==> src/shuffled_lcg_random_generator_assert.svh <==
// Assertion helpers for the RTL.
`ifndef SHUFFLED_LCG_RANDOM_GENERATOR_ASSERT_SVH
`define SHUFFLED_LCG_RANDOM_GENERATOR_ASSERT_SVH

// Checked on every clock edge outside of reset.
`define SLRG_ASSERT(lbl, prop, msg) \
   lbl: assert property (@(posedge clock) disable iff (reset) prop) else $error(msg);

// Checked on every clock edge, reset included.
`define SLRG_ASSERT_ALWAYS(lbl, prop, msg) \
   lbl: assert property (@(posedge clock) prop) else $error(msg);

`endif

==> src/slrg_pkg.sv <==
`timescale 1ns / 1ps

package slrg_pkg;

   localparam int DATA_W       = 31;
   localparam int TABLE_SIZE   = 32;
   localparam int WARMUP_STEPS = 8;
   localparam int INIT_STEPS   = TABLE_SIZE + WARMUP_STEPS;
   localparam int IDX_W        = $clog2(TABLE_SIZE);
   localparam int CNT_W        = $clog2(INIT_STEPS + 1);
   localparam int PROD_W       = 2 * DATA_W;

   localparam logic [DATA_W-1:0] MODULUS      = 31'h7FFF_FFFF;
   localparam logic [DATA_W-1:0] DEFAULT_MULT = 31'd16807;
   localparam logic [CNT_W-1:0]  INIT_LAST    = CNT_W'(INIT_STEPS - 1);

   // Width of one index bucket over the range of the generator.
   localparam logic [31:0] INDEX_DIV = 32'(64'd1 + (64'h7FFF_FFFE / 64'(TABLE_SIZE)));

   typedef struct packed {
      logic              mode;
      logic [DATA_W-1:0] seed;
   } req_type;

   typedef struct packed {
      logic [DATA_W-1:0] value;
      logic [DATA_W-1:0] generator_state;
   } rsp_type;

   // Table slot picked by a previous output: x / INDEX_DIV, saturated.
   function automatic logic [IDX_W-1:0] index_of(input logic [DATA_W-1:0] x);
      logic [IDX_W-1:0] r;
      r = '0;
      for (int k = 1; k < TABLE_SIZE; k++) begin
         if ({1'b0, x} >= 32'(k) * INDEX_DIV) begin
            r = IDX_W'(k);
         end
      end
      return r;
   endfunction

   function automatic logic [DATA_W-1:0] fix_seed(input logic [DATA_W-1:0] s);
      logic [DATA_W-1:0] r;
      r = s;
      if (s == '0 || s == MODULUS) begin
         r = DATA_W'(1);
      end
      return r;
   endfunction

   function automatic logic [DATA_W-1:0] fix_mult(input logic [DATA_W-1:0] a);
      logic [DATA_W-1:0] r;
      r = a;
      if (a == '0 || a == MODULUS) begin
         r = DEFAULT_MULT;
      end
      return r;
   endfunction

endpackage

==> src/slrg_mulmod.sv <==
`timescale 1ns / 1ps

// Registered 31x31 product, folded modulo 2^31-1 on the way out.
module slrg_mulmod (
   input  logic                       clock,
   input  logic [slrg_pkg::DATA_W-1:0] operand_a,
   input  logic [slrg_pkg::DATA_W-1:0] operand_x,
   output logic [slrg_pkg::DATA_W-1:0] result
);
   import slrg_pkg::*;

   logic [PROD_W-1:0] prod_ff;
   logic [PROD_W-1:0] prod_in;
   logic [DATA_W:0]   fold1;
   logic [DATA_W:0]   fold2;

   assign prod_in = {{DATA_W{1'b0}}, operand_a} * {{DATA_W{1'b0}}, operand_x};

   always_ff @(posedge clock) begin
      prod_ff <= prod_in;
   end

   always_comb begin
      fold1  = {1'b0, prod_ff[PROD_W-1:DATA_W]} + {1'b0, prod_ff[DATA_W-1:0]};
      fold2  = {1'b0, fold1[DATA_W-1:0]} + {{DATA_W{1'b0}}, fold1[DATA_W]};
      result = (fold2[DATA_W-1:0] == MODULUS) ? '0 : fold2[DATA_W-1:0];
   end

endmodule

==> src/shuffled_lcg_random_generator.sv <==
// Shuffled multiplicative congruential random generator.
// req channel: valid/ready; req_data.mode = 0 draws, 1 reseeds from req_data.seed and
// draws. rsp channel: valid/ready; one transaction per request, carrying the shuffled
// value and the generator state after the step.
// csr port: csr_write_enable loads csr_write_data into the multiplier; write only while
// the block is idle.
// Draws: an accepted plain draw moves to ST_DRAW, which puts the result in the output
// register once that register is free and returns to idle; a new request is taken only
// after the last one is through. The shuffle memory read is registered: the entry picked
// by the previous output is read into rd_ff and written back with the new state.
// A reseed, or the first draw after reset, first runs TABLE_SIZE + WARMUP_STEPS
// generator steps through the one multiplier and its modular fold, each step passing
// ST_INIT_MUL and ST_INIT_RED, and fills the table as it goes.
// Reset clears the generator to uninitialized and the multiplier to 16807; the table
// is not cleared, since it is always filled before it is read.
// When the receiver stalls, the result holds in the output register; one more request
// is accepted and waits in its final step until the output register frees up.
`timescale 1ns / 1ps

module shuffled_lcg_random_generator (
   input  logic                        clock,
   input  logic                        reset,
   input  logic                        req_valid,
   output logic                        req_ready,
   input  slrg_pkg::req_type           req_data,
   output logic                        rsp_valid,
   input  logic                        rsp_ready,
   output slrg_pkg::rsp_type           rsp_data,
   input  logic                        csr_write_enable,
   input  logic [slrg_pkg::DATA_W-1:0] csr_write_data
);
   import slrg_pkg::*;

   `include "shuffled_lcg_random_generator_assert.svh"

   typedef enum logic [4:0] {
      ST_IDLE     = 5'b00001,
      ST_INIT_MUL = 5'b00010,
      ST_INIT_RED = 5'b00100,
      ST_PREP     = 5'b01000,
      ST_DRAW     = 5'b10000
   } state_type;

   state_type         state_ff, state_in;
   logic [CNT_W-1:0]  cnt_ff, cnt_in;
   logic [DATA_W-1:0] lcg_ff, lcg_in;
   logic [IDX_W-1:0]  idx_ff, idx_in;
   logic              init_ff, init_in;
   logic [DATA_W-1:0] mult_ff, mult_in;
   logic              rsp_valid_ff, rsp_valid_in;
   rsp_type           rsp_data_ff, rsp_data_in;

   logic [DATA_W-1:0] shuffle_mem [TABLE_SIZE];
   logic [DATA_W-1:0] rd_ff;
   logic              mem_we;
   logic [IDX_W-1:0]  mem_waddr;

   logic [DATA_W-1:0] mult_src;
   logic [DATA_W-1:0] mul_result;
   logic              draw_fire;

   // a write in the accept cycle must reach the product started at that edge
   assign mult_src = csr_write_enable ? csr_write_data : mult_ff;
   assign mult_in  = csr_write_enable ? csr_write_data : mult_ff;

   slrg_mulmod u_mulmod (
      .clock     (clock),
      .operand_a (fix_mult(mult_src)),
      .operand_x (lcg_ff),
      .result    (mul_result)
   );

   assign req_ready = (state_ff == ST_IDLE);
   assign draw_fire = (state_ff == ST_DRAW) && (!rsp_valid_ff || rsp_ready);
   assign rsp_valid = rsp_valid_ff;
   assign rsp_data  = rsp_data_ff;

   always_comb begin
      state_in     = state_ff;
      cnt_in       = cnt_ff;
      lcg_in       = lcg_ff;
      idx_in       = idx_ff;
      init_in      = init_ff;
      rsp_valid_in = rsp_valid_ff && !rsp_ready;
      rsp_data_in  = rsp_data_ff;
      mem_we       = 1'b0;
      mem_waddr    = idx_ff;
      unique case (state_ff)
         ST_IDLE: begin
            if (req_valid) begin
               if (req_data.mode || !init_ff) begin
                  lcg_in   = req_data.mode ? fix_seed(req_data.seed) : DATA_W'(1);
                  cnt_in   = INIT_LAST;
                  state_in = ST_INIT_MUL;
               end else begin
                  state_in = ST_DRAW;
               end
            end
         end
         ST_INIT_MUL: begin
            state_in = ST_INIT_RED;
         end
         ST_INIT_RED: begin
            lcg_in = mul_result;
            if (cnt_ff < CNT_W'(TABLE_SIZE)) begin
               mem_we    = 1'b1;
               mem_waddr = cnt_ff[IDX_W-1:0];
            end
            if (cnt_ff == '0) begin
               idx_in   = index_of(mul_result);
               init_in  = 1'b1;
               state_in = ST_PREP;
            end else begin
               cnt_in   = cnt_ff - CNT_W'(1);
               state_in = ST_INIT_MUL;
            end
         end
         ST_PREP: begin
            state_in = ST_DRAW;
         end
         ST_DRAW: begin
            if (draw_fire) begin
               lcg_in                      = mul_result;
               mem_we                      = 1'b1;
               mem_waddr                   = idx_ff;
               rsp_valid_in                = 1'b1;
               rsp_data_in.value           = rd_ff;
               rsp_data_in.generator_state = mul_result;
               idx_in                      = index_of(rd_ff);
               state_in                    = ST_IDLE;
            end
         end
         default: begin
            state_in = ST_IDLE;
         end
      endcase
   end

   always_ff @(posedge clock) begin
      if (reset) begin
         state_ff     <= ST_IDLE;
         cnt_ff       <= '0;
         lcg_ff       <= '0;
         idx_ff       <= '0;
         init_ff      <= 1'b0;
         mult_ff      <= DEFAULT_MULT;
         rsp_valid_ff <= 1'b0;
      end else begin
         state_ff     <= state_in;
         cnt_ff       <= cnt_in;
         lcg_ff       <= lcg_in;
         idx_ff       <= idx_in;
         init_ff      <= init_in;
         mult_ff      <= mult_in;
         rsp_valid_ff <= rsp_valid_in;
      end
   end

   always_ff @(posedge clock) begin
      rsp_data_ff <= rsp_data_in;
   end

   always_ff @(posedge clock) begin
      if (mem_we) begin
         shuffle_mem[mem_waddr] <= mul_result;
      end
      rd_ff <= shuffle_mem[idx_ff];
   end

   `SLRG_ASSERT(a_draw_needs_init, (state_ff == ST_DRAW) |-> init_ff, "draw before table fill")
   `SLRG_ASSERT(a_init_sticky, init_ff |=> init_ff, "generator lost its initialization")
   `SLRG_ASSERT(a_accept_busy, (req_valid && req_ready) |=> (state_ff != ST_IDLE), "transaction dropped")
   `SLRG_ASSERT(a_state_nonzero, rsp_valid_ff |-> (rsp_data_ff.generator_state != '0), "zero state")
   `SLRG_ASSERT_ALWAYS(a_idx_range, int'(idx_ff) < TABLE_SIZE, "table index out of range")

endmodule
==> config.mk <==
export PLATFORM = sky130hd
export DESIGN_NAME = shuffled_lcg_random_generator
export DESIGN_NICKNAME = d
export VERILOG_FILES = /design/src/slrg_pkg.sv /design/src/slrg_mulmod.sv /design/src/shuffled_lcg_random_generator.sv
export VERILOG_INCLUDE_DIRS = /design/src /design/src/src
export SDC_FILE = /design/constraint.sdc
export NUM_CORES = 2
export LEC_CHECK = 0
export ABC_AREA = 1
export ABC_CLOCK_PERIOD_IN_PS = 13110
export BUFFER_PORTS_ARGS = -buffer_cell sky130_fd_sc_hd__buf_2
export CAP_MARGIN = 20
export CORE_UTILIZATION = 60
export DETAILED_ROUTE_END_ITERATION = 7
export PLACE_DENSITY = 0.73
export SLEW_MARGIN = 30
export SYNTH_ARGS = -nofsm -noshare
export SYNTH_HDL_FRONTEND = slang
export SYNTH_SLANG_ARGS = --single-unit
export TNS_END_PERCENT = 30
==> constraint.sdc <==
create_clock -name clock -period 13.11 [get_ports clock]
set_input_delay 3.933 -clock clock [delete_from_list [all_inputs] [get_ports clock]]
set_output_delay 3.933 -clock clock [all_outputs]
set_load 0.03 [all_outputs]
==> run metrics <==
minimum clock period 12.67 ns; simple-gate share of the synthesized area 13.60%; 1st-pass router iterations 6; Reg2Reg Depth 36; GRT overflow 0; largest family of logic cells by synthesized area adder cells; warnings from Yosys 0; Clock Pin Slew Worst Setup and Hold Paths 0.06 ns; Setup CP Type input pin to register; width of the die 368.4 um; total track usage 35.03%; largest net degree at the start of global routing 235; # resized after CTS 0; Max Cap Viol 0; Startpoint Class input pin; mux cell area share after synthesis 0.06215%; Hold Startpoint rd_ff[2]; Worst-Skew Late Latency 0.76 ns; Layout Nets 9215; Yosys top cell area share 39.30%; mapped cell area 0.08053 mm^2; gp weighted congestion 1.027; complex-gate fraction of the synthesized area 8.536%; # port buffers 131; root buffer cell clkbuf_16; post-synthesis xor/xnor area fraction 0.7489%; crit path max-delay cell type nor2_2; final period utilization 96.63%; CTS tree yes; DRT antenna net count 0; fmax 78.94 MHz; Max clock buf depth 3; design area 0.08790 mm^2; Die Footprint 0.1357 mm^2; Critical Path End Type register; CTS Hold Bufs 0; setup_tns 0 ns; Post-CTS Setup Bufs 0; reg-to-reg startpoint mult_ff[11]; area grow syn2layout 9.148%; Cell Count, Final, Fillers Out 9890; RSZ-0062 raised after global routing false; Clock Sinks 1227; io pins 132; final hold violation count 0; multi-input logic area 0.03922 mm^2; Core ar. 0.1333 mm^2; Crit path required time 13.74 ns; Initial Util 60.42%; sequential area share after synthesis 43.60%; Max transition margin 33.45%; HPWL after DPL 162300 um; cell mode on critical path inv_1; max-slew violation count 0; asr flop ratio synth 0%; Placed Cells 9666; via count 59270; critical path's largest stage delay 0.70 ns; most common cell in the netlist nand2_1; final setup margin 0.4418 ns; mean post-synth cell area 10.13 um^2; initial DRC count 6583; Setup Slack @ Placement -0.1703 ns; #FFs+latches synth 1227; Mapped Cells 7952; Fillers 10370; placed cell area 0.08397 mm^2; register area 0.03513 mm^2; crit path max fanout 12; worst-margin pin slew 0.9982 ns; Post-Route WL 234500 um; first-pass GRT wire length 356500 um; Post-synth EDFFs 1054; adder-cell area share of the yosys netlist 25.34%; vias in the first global route 60430; endpoints failing setup 0; residual DRC count 0; top cells by count, synth nand2_1 (1343), inv_1 (1295), edfxtp_1 (1054); # rows 134; largest cells by area after synthesis edfxtp_1 (39%), fa_1 (21%), nand2_1 (6.3%), inv_1 (6.0%), ha_1 (4.5%); status complete, no violations; Yosys cell types 58; Worst Hold Class register to register; CP Launch Point csr_write_enable; Die Ht 368.4 um; TritonCTS buffer count 113; critical path arrival 13.29 ns; Vias per Instance 5.993; htree depth 3; Layout Skew 0.05058 ns; Hold Path Depth 0; area leader, netlist edfxtp_1; ys flop type edfxtp_1; initial antenna violation count 3; layout cells sized above 1 9.315%; post-synthesis net count 9148; Routed wire per std cell 23.71 um
## worst max-delay path: cells and delay by family
family          cells  cell delay (ns)
compound gates      7             1.57
buf+inv            12             1.07
xor+xnor            1             0.16
simple gates       10             2.18
fa+ha+maj           9             4.39
## path summary, 6_finish.rpt
check	to	slack (ns)
setup reg to reg	u_mulmod.prod_ff[55]	3.82
setup / recovery	u_mulmod.prod_ff[55]	0.44
hold / removal	rsp_data[33]	0.40
hold reg to reg	rsp_data[33]	0.40
## stage by stage
stage | util (%) | hold WS [ns]
floorplan | - | 0.3855
global placement | 62.98 | 0.3887
global route | 65.93 | 0.4078
detailed placement | 63.00 | 0.3887
finish | 65.94 | 0.4038
CTS | 65.80 | 0.4030
## placed cells by master, fill, tap and decap left out, types with 22 or more instances in the layout
master	n
o21ai_0	651
a31oi_1	53
clkbuf_16	113
o221ai_1	199
nand4_1	42
dfxtp_1	167
fa_1	838
inv_1	1291
xnor2_1	30
nor2_4	69
or2_2	22
edfxtp_1	1054
xor2_1	37
buf_4	218
ha_1	290
buf_2	131
nor2_2	41
nand2_2	35
nand3_1	178
a21oi_1	133
nand2_1	1343
a32oi_1	27
clkinv_2	24
clkbuf_1	22
nor2_1	850
o22ai_1	52
## layout make-up
class | instances | share of cell area (%)
inverter | 1311 | 5.624
clock inverter | 61 | 0.6961
timing repair buffer | 365 | 2.999
multi-input combinational | 5001 | 44.62
tap | 1768 | 2.517
sequential | 1227 | 39.97
clock buffer | 151 | 3.562
antenna | 6 | 0.01708
## cells by family (layout without fill, tap and decap cells)
group | count (synthesis) | count (layout)
AO/OA/AOI/OAI | 1156 | 1156
XOR/XNOR | 68 | 68
adder cells (fa/ha/maj) | 1128 | 1128
buffers and inverters | 1724 | 1888
flip-flops | 1227 | 1227
multiplexers | 5 | 5
other | 0 | 6
AND/OR/NAND/NOR | 2644 | 2644
## sequential cells by signal, summed over array words and instances, names as in the netlist, 6 cells and up
| name | count |
|---|---|
| cnt_ff | 6 |
| lcg_ff | 31 |
| mult_ff | 31 |
| rd_ff | 31 |
| rsp_data | 62 |
| shuffle_mem | 992 |
| u_mulmod.prod_ff | 62 |
## routing by layer
metal  global-route usage [%]  part of all wire (%)  vias to the layer above
li1                         -                     -                    25910
met1                    44.92                    37                    29570
met2                    58.41                    49                     3148
met3                    5.495                   9.1                      639
met4                    16.83                   5.3                        0
met5                        0                     0                        -
Power is left out: the tool's default activity adds up to more than one toggle a clock period on the data nets, which glitch-free logic cannot reach.
